==> src/rllp_pkg.sv <==
package rllp_pkg;

    localparam int SLOT_W      = 4;
    localparam int NODE_W      = 8;
    localparam int COPY_W      = 2;
    localparam int CFG_W       = 5;
    localparam int LOAD_W      = 16;
    localparam int COPY_FIELDS = 3;

    localparam logic [LOAD_W-1:0] LOAD_MAX = 16'hFFFF;

    localparam logic ACT_ASSIGN = 1'b0;
    localparam logic ACT_PICK   = 1'b1;

    localparam logic [CFG_W-1:0] CFG_RESET = 5'd16;

    typedef struct packed {
        logic              action;
        logic [SLOT_W-1:0] slot;
        logic [NODE_W-1:0] node_ident;
        logic [NODE_W-1:0] copy0_node;
        logic [NODE_W-1:0] copy1_node;
        logic [NODE_W-1:0] copy2_node;
    } in_item_t;

    typedef struct packed {
        logic              found;
        logic [COPY_W-1:0] copy_index;
        logic [SLOT_W-1:0] chosen_slot;
    } out_item_t;

    // table port strobes from the sequencer
    typedef struct packed {
        logic rd_en;
        logic node_we;
        logic cnt_we;
    } tbl_ctrl_t;

endpackage

==> src/rllp_copy_match.sv <==
module rllp_copy_match #(
    parameter int COPIES = 3
) (
    input  logic [rllp_pkg::NODE_W-1:0] node,
    input  rllp_pkg::in_item_t          item,
    output logic                        hit,
    output logic [rllp_pkg::COPY_W-1:0] copy_idx
);

    localparam int NCHK = (COPIES < rllp_pkg::COPY_FIELDS) ? COPIES : rllp_pkg::COPY_FIELDS;

    logic [rllp_pkg::NODE_W-1:0] copies [rllp_pkg::COPY_FIELDS];

    assign copies[0] = item.copy0_node;
    assign copies[1] = item.copy1_node;
    assign copies[2] = item.copy2_node;

    // scan downward so the lowest matching copy wins
    always_comb
    begin
        hit      = 1'b0;
        copy_idx = '0;
        for (int c = NCHK - 1; c >= 0; c--)
        begin
            if (copies[c] == node)
            begin
                hit      = 1'b1;
                copy_idx = rllp_pkg::COPY_W'(c);
            end
        end
    end

endmodule

==> src/rllp_tables.sv <==
module rllp_tables #(
    parameter int MAX_NODES = 16,
    parameter int IDX_W     = 4
) (
    input  logic                        clk,
    input  logic                        rst_n,
    input  rllp_pkg::tbl_ctrl_t         ctrl,
    input  logic [IDX_W-1:0]            rd_addr,
    input  logic [IDX_W-1:0]            wr_addr,
    input  logic [rllp_pkg::NODE_W-1:0] node_wdata,
    input  logic [rllp_pkg::LOAD_W-1:0] cnt_wdata,
    output logic [rllp_pkg::NODE_W-1:0] rd_node,
    output logic [rllp_pkg::LOAD_W-1:0] rd_cnt
);

    logic [rllp_pkg::NODE_W-1:0] node_mem_reg [MAX_NODES];
    logic [rllp_pkg::LOAD_W-1:0] cnt_mem_reg  [MAX_NODES];

    // an entry not yet written reads as zero
    logic [MAX_NODES-1:0] node_vld_reg;
    logic [MAX_NODES-1:0] cnt_vld_reg;

    logic [rllp_pkg::NODE_W-1:0] node_q_reg;
    logic [rllp_pkg::LOAD_W-1:0] cnt_q_reg;
    logic                        node_qv_reg;
    logic                        cnt_qv_reg;

    always_ff @(posedge clk)
    begin
        if (ctrl.node_we)
        begin
            node_mem_reg[wr_addr] <= node_wdata;
        end
        if (ctrl.cnt_we)
        begin
            cnt_mem_reg[wr_addr] <= cnt_wdata;
        end
        if (ctrl.rd_en)
        begin
            node_q_reg <= node_mem_reg[rd_addr];
            cnt_q_reg  <= cnt_mem_reg[rd_addr];
        end
    end

    always_ff @(posedge clk or negedge rst_n)
    begin
        if (!rst_n)
        begin
            node_vld_reg <= '0;
            cnt_vld_reg  <= '0;
            node_qv_reg  <= 1'b0;
            cnt_qv_reg   <= 1'b0;
        end
        else
        begin
            if (ctrl.node_we)
            begin
                node_vld_reg[wr_addr] <= 1'b1;
            end
            if (ctrl.cnt_we)
            begin
                cnt_vld_reg[wr_addr] <= 1'b1;
            end
            if (ctrl.rd_en)
            begin
                node_qv_reg <= node_vld_reg[rd_addr];
                cnt_qv_reg  <= cnt_vld_reg[rd_addr];
            end
        end
    end

    assign rd_node = node_qv_reg ? node_q_reg : '0;
    assign rd_cnt  = cnt_qv_reg  ? cnt_q_reg  : '0;

endmodule

==> src/replica_least_loaded_picker_top.sv <==
// Assign transfer: the result goes through ST_FINISH to the output register before the
// next input is taken. Pick transfer: the scan walks the active slots (min of nodes_in_use
// and MAX_NODES) one slot per cycle through the table read port and the single load
// comparator, then ST_UPDATE and ST_FINISH register the result. Reset (rst_n low, async)
// clears control state and the table valid bits, so all node ids and load counters read
// as zero right away; nodes_in_use resets to 16.
module replica_least_loaded_picker_top #(
    parameter int MAX_NODES = 16,
    parameter int COPIES    = 3
) (
    input  logic                                clk,
    input  logic                                rst_n,
    input  logic                                in_valid,
    output logic                                in_ready,
    input  rllp_pkg::in_item_t                  in_item,
    output logic                                out_valid,
    input  logic                                out_ready,
    output rllp_pkg::out_item_t                 out_item,
    input  logic                                cfg_we,
    input  logic [rllp_pkg::CFG_W-1:0]          cfg_data
);

    localparam int IDX_W  = $clog2(MAX_NODES);
    localparam int LIM_BW = $clog2(MAX_NODES + 1);
    // wide enough for the config value, the slot field and the slot count
    localparam int LIM_W  = (LIM_BW > rllp_pkg::CFG_W) ? LIM_BW : rllp_pkg::CFG_W;
    localparam logic [LIM_W-1:0] MAX_LIM = LIM_W'(MAX_NODES);

    typedef enum logic [3:0] {
        ST_IDLE   = 4'b0001,
        ST_SCAN   = 4'b0010,
        ST_UPDATE = 4'b0100,
        ST_FINISH = 4'b1000
    } state_t;

    // control state
    state_t                     state_reg, state_next;
    logic                       out_valid_reg, out_valid_next;
    logic [rllp_pkg::CFG_W-1:0] cfg_reg;
    logic                       pend_reg, pend_next;
    logic                       have_reg, have_next;

    // payload
    rllp_pkg::in_item_t          item_reg, item_next;
    logic [LIM_W-1:0]            lim_reg, lim_next;
    logic [LIM_W-1:0]            idx_reg, idx_next;
    logic [IDX_W-1:0]            pend_slot_reg, pend_slot_next;
    logic [rllp_pkg::LOAD_W-1:0] best_reg, best_next;
    logic [IDX_W-1:0]            best_slot_reg, best_slot_next;
    logic [rllp_pkg::COPY_W-1:0] best_copy_reg, best_copy_next;
    rllp_pkg::out_item_t         res_reg, res_next;
    rllp_pkg::out_item_t         out_item_reg, out_item_next;

    // datapath
    logic                        in_fire;
    logic [LIM_W-1:0]            cfg_ext;
    logic [LIM_W-1:0]            lim_now;
    logic [LIM_W-1:0]            slot_ext;
    logic [LIM_W-1:0]            best_slot_ext;
    logic                        slot_ok;
    logic                        issue;
    logic                        better;
    logic                        hit;
    logic [rllp_pkg::COPY_W-1:0] hit_copy;
    rllp_pkg::tbl_ctrl_t         ctrl;
    logic [IDX_W-1:0]            wr_addr;
    logic [rllp_pkg::NODE_W-1:0] rd_node;
    logic [rllp_pkg::LOAD_W-1:0] rd_cnt;
    logic [rllp_pkg::LOAD_W-1:0] cnt_wdata;

    assign in_ready  = (state_reg == ST_IDLE);
    assign in_fire   = in_valid && in_ready;
    assign out_valid = out_valid_reg;
    assign out_item  = out_item_reg;

    // active slot count, saturated to the table size
    assign cfg_ext = LIM_W'(cfg_reg);
    assign lim_now = (cfg_ext > MAX_LIM) ? MAX_LIM : cfg_ext;

    // assign to a slot beyond the table is dropped
    assign slot_ext      = LIM_W'(in_item.slot);
    assign slot_ok       = (slot_ext < MAX_LIM);
    assign best_slot_ext = LIM_W'(best_slot_reg);

    // scan issues one table read per cycle; the table registers the read data
    assign issue = (state_reg == ST_SCAN) && (idx_reg < lim_reg);

    rllp_copy_match #(
        .COPIES   (COPIES)
    ) u_match (
        .node     (rd_node),
        .item     (item_reg),
        .hit      (hit),
        .copy_idx (hit_copy)
    );

    // shared load comparator: strict less-than keeps the lowest slot on a tie
    assign better = pend_reg && hit && (!have_reg || (rd_cnt < best_reg));

    assign ctrl.rd_en   = issue;
    assign ctrl.node_we = in_fire && (in_item.action == rllp_pkg::ACT_ASSIGN) && slot_ok;
    assign ctrl.cnt_we  = (state_reg == ST_UPDATE) && have_reg;
    assign wr_addr      = ctrl.node_we ? slot_ext[IDX_W-1:0] : best_slot_reg;
    assign cnt_wdata    = (best_reg == rllp_pkg::LOAD_MAX) ? best_reg
                                                           : best_reg + 16'd1;

    rllp_tables #(
        .MAX_NODES  (MAX_NODES),
        .IDX_W      (IDX_W)
    ) u_tables (
        .clk        (clk),
        .rst_n      (rst_n),
        .ctrl       (ctrl),
        .rd_addr    (idx_reg[IDX_W-1:0]),
        .wr_addr    (wr_addr),
        .node_wdata (in_item.node_ident),
        .cnt_wdata  (cnt_wdata),
        .rd_node    (rd_node),
        .rd_cnt     (rd_cnt)
    );

    // sequencer
    always_comb
    begin
        state_next     = state_reg;
        out_valid_next = out_valid_reg;
        pend_next      = pend_reg;
        have_next      = have_reg;
        item_next      = item_reg;
        lim_next       = lim_reg;
        idx_next       = idx_reg;
        pend_slot_next = pend_slot_reg;
        best_next      = best_reg;
        best_slot_next = best_slot_reg;
        best_copy_next = best_copy_reg;
        res_next       = res_reg;
        out_item_next  = out_item_reg;

        if (out_valid_reg && out_ready)
        begin
            out_valid_next = 1'b0;
        end

        case (state_reg)
            ST_IDLE:
            begin
                if (in_fire)
                begin
                    item_next = in_item;
                    if (in_item.action == rllp_pkg::ACT_PICK)
                    begin
                        state_next = ST_SCAN;
                        lim_next   = lim_now;
                        idx_next   = '0;
                        pend_next  = 1'b0;
                        have_next  = 1'b0;
                    end
                    else
                    begin
                        state_next           = ST_FINISH;
                        res_next.found       = slot_ok;
                        res_next.copy_index  = '0;
                        res_next.chosen_slot = slot_ok ? in_item.slot : '0;
                    end
                end
            end
            ST_SCAN:
            begin
                pend_next      = issue;
                pend_slot_next = idx_reg[IDX_W-1:0];
                if (issue)
                begin
                    idx_next = idx_reg + LIM_W'(1);
                end
                if (better)
                begin
                    have_next      = 1'b1;
                    best_next      = rd_cnt;
                    best_slot_next = pend_slot_reg;
                    best_copy_next = hit_copy;
                end
                // last read is evaluated in this same cycle
                if (!issue)
                begin
                    state_next = ST_UPDATE;
                end
            end
            ST_UPDATE:
            begin
                state_next           = ST_FINISH;
                res_next.found       = have_reg;
                res_next.copy_index  = have_reg ? best_copy_reg : '0;
                res_next.chosen_slot = have_reg ? best_slot_ext[rllp_pkg::SLOT_W-1:0] : '0;
            end
            ST_FINISH:
            begin
                if (!out_valid_reg || out_ready)
                begin
                    out_item_next  = res_reg;
                    out_valid_next = 1'b1;
                    state_next     = ST_IDLE;
                end
            end
            default:
            begin
                state_next = ST_IDLE;
            end
        endcase
    end

    always_ff @(posedge clk or negedge rst_n)
    begin
        if (!rst_n)
        begin
            state_reg     <= ST_IDLE;
            out_valid_reg <= 1'b0;
            cfg_reg       <= rllp_pkg::CFG_RESET;
            pend_reg      <= 1'b0;
            have_reg      <= 1'b0;
        end
        else
        begin
            state_reg     <= state_next;
            out_valid_reg <= out_valid_next;
            pend_reg      <= pend_next;
            have_reg      <= have_next;
            if (cfg_we)
            begin
                cfg_reg <= cfg_data;
            end
        end
    end

    always_ff @(posedge clk)
    begin
        item_reg      <= item_next;
        lim_reg       <= lim_next;
        idx_reg       <= idx_next;
        pend_slot_reg <= pend_slot_next;
        best_reg      <= best_next;
        best_slot_reg <= best_slot_next;
        best_copy_reg <= best_copy_next;
        res_reg       <= res_next;
        out_item_reg  <= out_item_next;
    end

    // saturating increment never wraps to zero
    a_cnt_no_wrap: assert property (@(posedge clk) disable iff (!rst_n)
        ctrl.cnt_we |-> (cnt_wdata != '0))
        else $error("load counter write wrapped");

    // read pipeline only runs during the scan
    a_pend_in_scan: assert property (@(posedge clk) disable iff (!rst_n)
        pend_reg |-> (state_reg == ST_SCAN))
        else $error("table read pending outside scan");

    // chosen slot lies among the active slots
    a_best_in_range: assert property (@(posedge clk) disable iff (!rst_n)
        ((state_reg == ST_UPDATE) && have_reg) |-> (best_slot_ext < lim_reg))
        else $error("chosen slot outside active range");

    // a transfer in blocks further input until the result is produced
    a_busy_after_in: assert property (@(posedge clk) disable iff (!rst_n)
        in_fire |=> !in_ready)
        else $error("input accepted while busy");

endmodule

==> config.mk <==
export PLATFORM = sky130hd
export DESIGN_NAME = replica_least_loaded_picker_top
export DESIGN_NICKNAME = d
export VERILOG_FILES = /design/src/rllp_pkg.sv /design/src/rllp_copy_match.sv /design/src/rllp_tables.sv /design/src/replica_least_loaded_picker_top.sv
export SDC_FILE = /design/constraint.sdc
export NUM_CORES = 1
export LEC_CHECK = 0
export ABC_AREA = 1
export BUFFER_PORTS_ARGS = -buffer_cell sky130_fd_sc_hd__buf_2
export CAP_MARGIN = 20
export CORE_MARGIN = 8
export CORE_UTILIZATION = 40
export CTS_BUF_LIST = sky130_fd_sc_hd__clkbuf_8
export DETAILED_ROUTE_END_ITERATION = 6
export GPL_TIMING_DRIVEN = 0
export HOLD_SLACK_MARGIN = 0.1
export SKIP_CTS_REPAIR_TIMING = 1
export SYNTH_ARGS = -nofsm -noshare
export SYNTH_HDL_FRONTEND = slang
export SYNTH_SLANG_ARGS = --single-unit
==> constraint.sdc <==
create_clock -name clk -period 4.4 [get_ports clk]
set_input_delay 0.22 -clock clk [delete_from_list [all_inputs] [get_ports clk]]
set_output_delay 0.22 -clock clk [all_outputs]
set_load 0.02 [all_outputs]
==> results.md, run 1 <==
- Gr usage total: 19.7%
- Die height: 248 microns
- DR WL/cell: 22.2 microns
- PwrDens: 516 nW/um^2
- Pins Over Slew Limit: 0
- Port bufs: 54
- Root buffer cell: clkbuf_8
- Crit path kind: reg -> reg
- Post-route setup slack: 942 ps
- Die area: 61600 sq um
- Die width: 248 microns
- Cell Rows: 85
- Via count: 14951
- Post-route clock period utilization: 78.6%
- Pleak: 9.20 nW
- Worst-path cell chain: clkbuf_1 > clkbuf_1 > nand2_1 > inv_1 > ha_1 > nand2_1 > inv_1 > nand3_1 > a31oi_1 > nor2_1 > a21oi_1 > nor2_2 > buf_16
- Longest Clk Path Bufs: 3
- Largest net degree at the start of global routing: 47
- Crit path capture type: flop
- Synth top area share: 67.1%
- Worst R2R Setup Slack: 940 ps
- Clk pin slew, worst setup/hold paths: 60 ps
- Initial antenna violation count: 3
- DR pass1 iterations: 6
- Setup crit start kind: flop
- Final nets: 2057
- Final hold vios: 0
- Main synth FF type: edfxtp_1
- Cell Area, Synth: 21600 sq um
- Largest register FFs: 256
- Maximum fanout along the worst path: 16
- CP bufs+invs: 5
- Worst min path class: in -> reg
- EDFF count, synth: 482
- Synth area leaders: edfxtp_1 67%, o21ai_0 5.3%, dfrtp_1 5.1%
- HPWL Detailed: 41700 microns
- Vias in the first global route: 14634
- Share of layout cells above drive strength 1: 12.0%
- # DRC: 0
- Most frequent cell after synthesis: edfxtp_1
- VDD IR max: 196 uV
- Post-synth top area cell: edfxtp_1
- Ys async rst share: 8.71%
- Fmax: 0.289 GHz
- Initial Utilization: 40.2%
- Delay-heaviest family, CP: buffers and inverters
- Number of vias per cell: 5.43
- Crit path required time: 4740 ps
- CTS buffer count: 86
- Slew HR: 29.9%
- Critical path's slowest cell: clkbuf_1
- Fin util: 47.1%
- Max-cap violations: 0
- Pre-CTS setup slack: 928 ps
- Pwr Total: 13.0 mW
- Worst-Skew Late Latency: 670 ps
- Top cells by instance count after synthesis: 482 x edfxtp_1, 262 x nor2_1, 227 x o21ai_0
- GP Congestion: 0.872
- Global-route wire length before repair: 90700 microns
- Outcome: finished, final reports clean
- Synth Instances: 1767
- Sequential area share after synthesis: 72.5%
- Synthesized area per cell: 12.2 sq um
- Area grow syn2layout: 17.0%
- CTS tree: yes
- Layout filler cell count: 4822
- CORE AREA: 53600 sq um
- Min cycle time layout: 3460 ps
- I/O Pins: 56
- CTS H-tree lvls: 3
- Post-synthesis register bit count: 528
- Clock Skew: 33.4 ps
- Syn. warnings: 0
- Worst-Margin Slew: 1050 ps
- Setup violators final: 0
- Slowest stage delay, CP: 420 ps
- Netlist cell types: 37
- Antenna Nets Post-Route: 0
- DRT iter0 DRCs: 1580
- Remaining Overflow, GRT: 0
- CTS sink count: 528
- DRT Wirelength: 61100 microns
- Worst EP arrival: 3800 ps
- RSZ-0062 raised after global routing: no
- Mapped Nets: 1835
[stage by stage]
step                      hold WS (ps)  setup TNS (ps)  instances  area, sq um
after floorplan                  -75.6               0       1767        21600
after global routing               241               0       2755        25200
after detailed placement           398               0       2539        23100
after global placement             400           -5900       2517        22700
after CTS                         -313               0       2695        24600
final                              268               0       2755        25200
[final timing paths]
path                                startpoint                to  cells past startpoint
max                        u_tables.cnt_qv_reg       best_reg[0]                     13
min                                 in_item[3]       item_reg[3]                      2
max reg2reg                u_tables.cnt_qv_reg       best_reg[0]                     13
min reg2reg                   pend_slot_reg[1]  best_slot_reg[1]                      0
max in group asynchronous                rst_n        cfg_ext[0]                      4
min in group asynchronous                rst_n        cfg_ext[4]                      3
[cell type report]
cell class / instances / area, sq um / share of cell area, %
multi-input cells: 1024 / 5140 / 20.4
clock buffers: 91 / 1250 / 4.96
clock inverters: 65 / 302 / 1.19
plain buffers: 95 / 392 / 1.55
well taps: 696 / 871 / 3.45
inverters: 120 / 450 / 1.78
repair buffers: 134 / 1190 / 4.73
flip-flops and latches: 528 / 15600 / 61.9
diodes: 2 / 5.00 / 0.0198
[power by group]
group | switching [mW] | internal (mW)
logic | 2.32 | 0.875
registers | 0.129 | 5.78
clock network | 1.96 | 1.97
[layer usage]
| metal | GRT usage (%) | up-vias | wire length [microns] |
|---|---|---|---|
| met5 | 0 | - | 0 |
| met4 | 7.46 | 0 | 1740 |
| met3 | 3.71 | 111 | 5060 |
| met2 | 31.6 | 661 | 28800 |
| met1 | 26.6 | 7351 | 25500 |
| li1 | - | 6828 | - |
[placed cells by master, fill, tap and decap left out, types with 7 or more instances in the layout]
cell / instances
clkinv_1: 17
nor2_2: 23
buf_8: 15
o21ai_0: 226
ha_1: 21
nand4_1: 7
o21ai_1: 11
inv_1: 149
o221ai_1: 37
dfrtp_1: 44
o211ai_1: 15
a21oi_1: 18
o21bai_1: 20
clkbuf_8: 91
nand3_1: 94
o22ai_1: 65
clkbuf_1: 67
buf_2: 76
dlygate4sd3_1: 57
nand2_1: 209
nor2_1: 245
edfxtp_1: 482
clkinv_2: 12
[cell families (layout without fill, tap and decap cells)]
family / Yosys count / after routing / share of synthesized area (%)
buf+inv: 215 / 505 / 3.90
fa+ha+maj: 21 / 21 / 1.22
compound gates: 402 / 402 / 10.9
other cells: 0 / 2 / 0
xor+xnor: 6 / 6 / 0.244
flops: 528 / 528 / 72.5
simple gates: 595 / 595 / 11.3
Power figures use the tool's default switching activity.
==> inputs of run 2 (changes only) <==
==> constraint.sdc (replaced) <==
create_clock -name clk -period 2.83 [get_ports clk]
set_input_delay 0.1415 -clock clk [delete_from_list [all_inputs] [get_ports clk]]
set_output_delay 0.1415 -clock clk [all_outputs]
set_load 0.02 [all_outputs]
==> results.md, run 2 (synthesis gave the netlist of run 1 again) <==
- Post-route cell area: 25400 sq um
- CORE AREA: 53600 sq um
- RR Startpoint: idx_reg[0]
- Die width: 248 microns
- Switching power: 6.84 mW
- Worst min path class: in -> reg
- Sequential power share: 45.4%
- VDD IR max: 360 uV
- Clock Skew: 33.7 ps
- Min cycle time layout: 2890 ps
- Worst-path cell chain: clkbuf_4 > inv_2 > clkbuf_4 > buf_2 > nor2_1 > o22ai_1 > o211ai_1 > nand3_1
- Hold Crit Start: in_item[6]
- # DRC: 0
- Violated checks: setup timing
- Fmax: 0.346 GHz
- Worst EP arrival: 3190 ps
- Clk network pwr share: 29.8%
- Final nets: 2062
- Vias in the first global route: 14452
- PwrDens: 798 nW/um^2
- Final hold vios: 0
- Global-route wire length before repair: 89500 microns
- Crit path kind: reg -> reg
- Pwr Total: 20.3 mW
- Post-route setup slack: -63.6 ps
- Int Pwr: 13.4 mW
- Delay-heaviest family, CP: buffers and inverters
- Pleak: 9.24 nW
- Root buffer cell: clkbuf_8
- Critical path's most frequent cell: clkbuf_4
- DRT iter0 DRCs: 1501
- CTS tree: yes
- Pins Over Slew Limit: 0
- Via count: 14993
- Clk pin slew, worst setup/hold paths: 60 ps
- Slowest stage delay, CP: 490 ps
- Setup crit start kind: flop
- Critical path's slowest cell: edfxtp_1
- WHS Path Cells: 2
- Die area: 61600 sq um
- Number of vias per cell: 5.44
- Initial antenna violation count: 3
- # placed instances: 2538
- Initial Utilization: 40.2%
- Gr usage total: 19.5%
- Area grow syn2layout: 17.9%
- Longest Clk Path Bufs: 3
- Slew HR: 33.6%
- Final cell count without fillers: 2756
- I/O Pins: 56
- CTS buffer count: 86
- Crit path required time: 3130 ps
- Sw frac: 33.7%
- Most common cell after layout, fill and taps aside: edfxtp_1
- Share of layout cells above drive strength 1: 13.8%
- Largest register FFs: 256
- Crit path capture type: flop
- Gate power share: 24.8%
- Reg2Reg Depth: 8
- DP Area: 23100 sq um
- DR pass1 iterations: 5
- CTS H-tree lvls: 3
- DRT Wirelength: 61400 microns
- Setup violators final: 1
- Die height: 248 microns
- Worst Setup SP: idx_reg[0]
- CP bufs+invs: 4
- Port bufs: 54
- Antenna Nets Post-Route: 0
- Worst-Margin Slew: 993 ps
- Largest net degree at the start of global routing: 47
- Most frequent cells in the layout: 482 x edfxtp_1, 228 x nor2_1, 226 x o21ai_0
- Max-cap violations: 0
- Outcome: complete, but fails checks
- HPWL Detailed: 41600 microns
- Worst path depth: 8
- CTS sink count: 528
- Worst-Skew Late Latency: 670 ps
- Remaining Overflow, GRT: 0
- Maximum fanout along the worst path: 10
- GP Congestion: 0.856
- DR WL/cell: 22.3 microns
- Cell Rows: 85
- Post-route clock period utilization: 102%
## run 2: power by group through the flow
stage / combinational (mW) / clock, mW / sequential (mW)
detailed placement: 4.85 / 0 / 9.35
floorplan: 2.90 / 0 / 9.27
global route: 5.48 / 6.46 / 9.23
CTS: 4.86 / 6.14 / 9.19
finish: 5.04 / 6.05 / 9.20
global placement: 4.76 / 0 / 9.34
## run 2: worst paths after layout
path / to / slack, ps
worst min register to register: best_slot_reg[2] / 400
worst max register to register: u_tables.node_q_reg[4] / -60
max in group asynchronous: cfg_ext[3] / 1400
min in group asynchronous: state_reg[0] / 570
worst max-delay path: u_tables.node_q_reg[4] / -60
worst min-delay path: item_reg[6] / 180
## run 2: routing by layer
layer | global-route usage, % | routed length (microns)
met1 | 26.5 | 25900
met2 | 31.2 | 29200
met3 | 3.26 | 4810
met4 | 7.65 | 1470
met5 | 0 | 12
## run 2: worst reg2reg max path, stage by stage, from the launching register on
cell and delay, ps:
edfxtp_1 490, clkbuf_4 330, inv_2 160, clkbuf_4 280, buf_2 260, nor2_1 130
o22ai_1 100, o211ai_1 420, nand3_1 380
## run 2: metrics by stage
step | setup TNS (ps) | hold WS (ps) | setup WS [ps] | utilization [%]
6_report | -63.6 | 183 | -63.6 | 47.4
5_1_grt | -122 | 177 | -12.4 | 47.4
4_1_cts | -41260 | -401 | -731 | 45.9
3_5_place_dp | -39390 | 323 | -723 | 43.0
3_3_place_gp | -213750 | 321 | -1260 | 42.4
2_1_floorplan | 0 | -154 | 249 | -
## run 2: cell type report
| cell class | instances | area [sq um] |
|---|---|---|
| Antenna cell | 1 | 2.50 |
| Inverter | 120 | 458 |
| Tap cell | 696 | 871 |
| Clock inverter | 65 | 323 |
| Timing Repair Buffer | 140 | 1240 |
| Sequential cell | 528 | 15600 |
| Buffer | 94 | 400 |
| Fill cell | 4786 | 28200 |
| Multi-Input combinational cell | 1024 | 5290 |
| Clock buffer | 88 | 1210 |
==> inputs of run 3 (changes only) <==
--- a/config.mk
+++ b/config.mk
@@ -14,6 +14,7 @@
 export DETAILED_ROUTE_END_ITERATION = 6
 export GPL_TIMING_DRIVEN = 0
 export HOLD_SLACK_MARGIN = 0.1
+export SETUP_SLACK_MARGIN = 0.02
 export SKIP_CTS_REPAIR_TIMING = 1
 export SYNTH_ARGS = -nofsm -noshare
 export SYNTH_HDL_FRONTEND = slang
==> results.md, run 3 (synthesis gave the netlist of run 1 again) <==
- DR pass1 iterations: 5
- Critical path's most frequent cell: clkbuf_4
- Cell Rows: 85
- Share of layout cells above drive strength 1: 14.0%
- Initial Utilization: 40.2%
- # placed instances: 2538
- GR Layer Usage met3: 3.26%
- Die height: 248 microns
- Longest Clk Path Bufs: 3
- Final hold vios: 0
- Worst R2R Setup Slack: 9 ps
- Min cycle time layout: 2820 ps
- Most common cell after layout, fill and taps aside: edfxtp_1
- Pleak: 9.25 nW
- Gr usage total: 19.5%
- Critical path's slowest cell: edfxtp_1
- Largest net degree at the start of global routing: 47
- Pwr Total: 20.3 mW
- Die width: 248 microns
- DR WL/cell: 22.2 microns
- Initial antenna violation count: 2
- Met1 Usage GRT: 26.5%
- Hold Crit Start: in_item[6]
- VDD IR max: 360 uV
- Slowest stage delay, CP: 490 ps
- Post-route clock period utilization: 99.7%
- PwrDens: 797 nW/um^2
- Max-cap violations: 0
- RR Endpoint: u_tables.node_q_reg[5]
- GP Congestion: 0.856
- Hold worst-path end: item_reg[6]
- Antenna Nets Post-Route: 0
- Via count: 15025
- CTS H-tree lvls: 3
- Final cell count without fillers: 2758
- Largest register FFs: 256
- Crit path kind: reg -> reg
- Worst EP arrival: 3150 ps
- Die area: 61600 sq um
- # DRC: 0
- Slew HR: 32.9%
- Global-route wire length before repair: 89500 microns
- GRT Max-Usage Layer: met2
- Grt met2 use: 31.2%
- Port bufs: 54
- Outcome: finished, final reports clean
- RSZ-0062 raised after global routing: yes
- Pins Over Slew Limit: 0
- Worst-Skew Late Latency: 670 ps
- CORE AREA: 53600 sq um
- WHS Path Cells: 2
- RR Startpoint: idx_reg[0]
- Clock Skew: 34.7 ps
- Setup violators final: 0
- Reg2Reg Depth: 8
- Worst min path class: in -> reg
- DRT iter0 DRCs: 1485
- HPWL Detailed: 41600 microns
- Vias in the first global route: 14452
- CTS tree: yes
- Crit path required time: 3160 ps
- Setup crit start kind: flop
- Clk pin slew, worst setup/hold paths: 60 ps
- DRT Wirelength: 61200 microns
- Final nets: 2064
- Fmax: 0.355 GHz
- Most frequent cells in the layout: 482 x edfxtp_1, 228 x nor2_1, 226 x o21ai_0
- CTS buffer count: 86
- Root buffer cell: clkbuf_8
- Worst-Margin Slew: 1010 ps
- CTS sink count: 528
- I/O Pins: 56
- Number of vias per cell: 5.45
- Remaining Overflow, GRT: 0
- Maximum fanout along the worst path: 10
- Worst-path cell chain: clkbuf_4 > inv_2 > clkbuf_4 > buf_2 > nor2_1 > o22ai_1 > o211ai_1 > nand3_2
- Area grow syn2layout: 18.1%
- Crit path capture type: flop
[run 3: metrics by stage]
step	TNS, ps	hold WS [ps]	util (%)	instance area (sq um)	setup slack (ps)
after floorplan	0	-154	-	21600	249
after global placement	-213750	321	42.4	22700	-1260
after detailed placement	-39390	323	43.0	23100	-723
after CTS	-41260	-401	45.9	24600	-731
after global routing	-205	177	47.5	25500	-16.3
final	0	182	47.5	25500	9.23
[run 3: metal layers]
layer	up-vias	wire (microns)
li1	6833	-
met1	7433	25600
met2	663	29300
met3	96	4920
met4	0	1440
met5	-	0
[run 3: how the worst max path moves through the flow]
| stage | startpoint | endpoint | slack, ps | cells past startpoint |
|---|---|---|---|---|
| final | idx_reg[0] | u_tables.node_q_reg[5] | 9 | 8 |
| after global routing | best_reg[0] | u_tables.cnt_mem_reg[4][11] | -20 | 8 |
| after CTS | u_tables.cnt_qv_reg | best_reg[13] | -730 | 13 |
| after detailed placement | u_tables.cnt_qv_reg | best_reg[5] | -720 | 13 |
| after global placement | u_tables.cnt_qv_reg | best_reg[0] | -1260 | 12 |
| after floorplan | u_tables.cnt_qv_reg | best_copy_reg[0] | 250 | 12 |
[run 3: area by class of cell]
class,count,area [sq um]
repair buffers,142,1260
flip-flops and latches,528,15600
clock buffers,88,1210
well taps,696,871
plain buffers,94,400
inverters,120,458
clock inverters,65,323
fillers,4778,28100
diodes,1,2.50
multi-input cells,1024,5310
[run 3: power by group]
group	total, mW	switching, mW	leakage [nW]	internal (mW)
Sequential	9.20	0.211	4.89	8.99
Combinational	5.06	3.65	3.48	1.41
Clock	6.05	2.98	0.880	3.07
Total	20.3	6.84	9.25	13.5
[run 3: worst max-delay path, delay by kind of cell, from the launching register on]
| kind | cells | cell delay (ps) |
|---|---|---|
| AO/OA/AOI/OAI | 2 | 550 |
| buffers and inverters | 4 | 1040 |
| flip-flops | 1 | 490 |
| AND/OR/NAND/NOR | 2 | 400 |
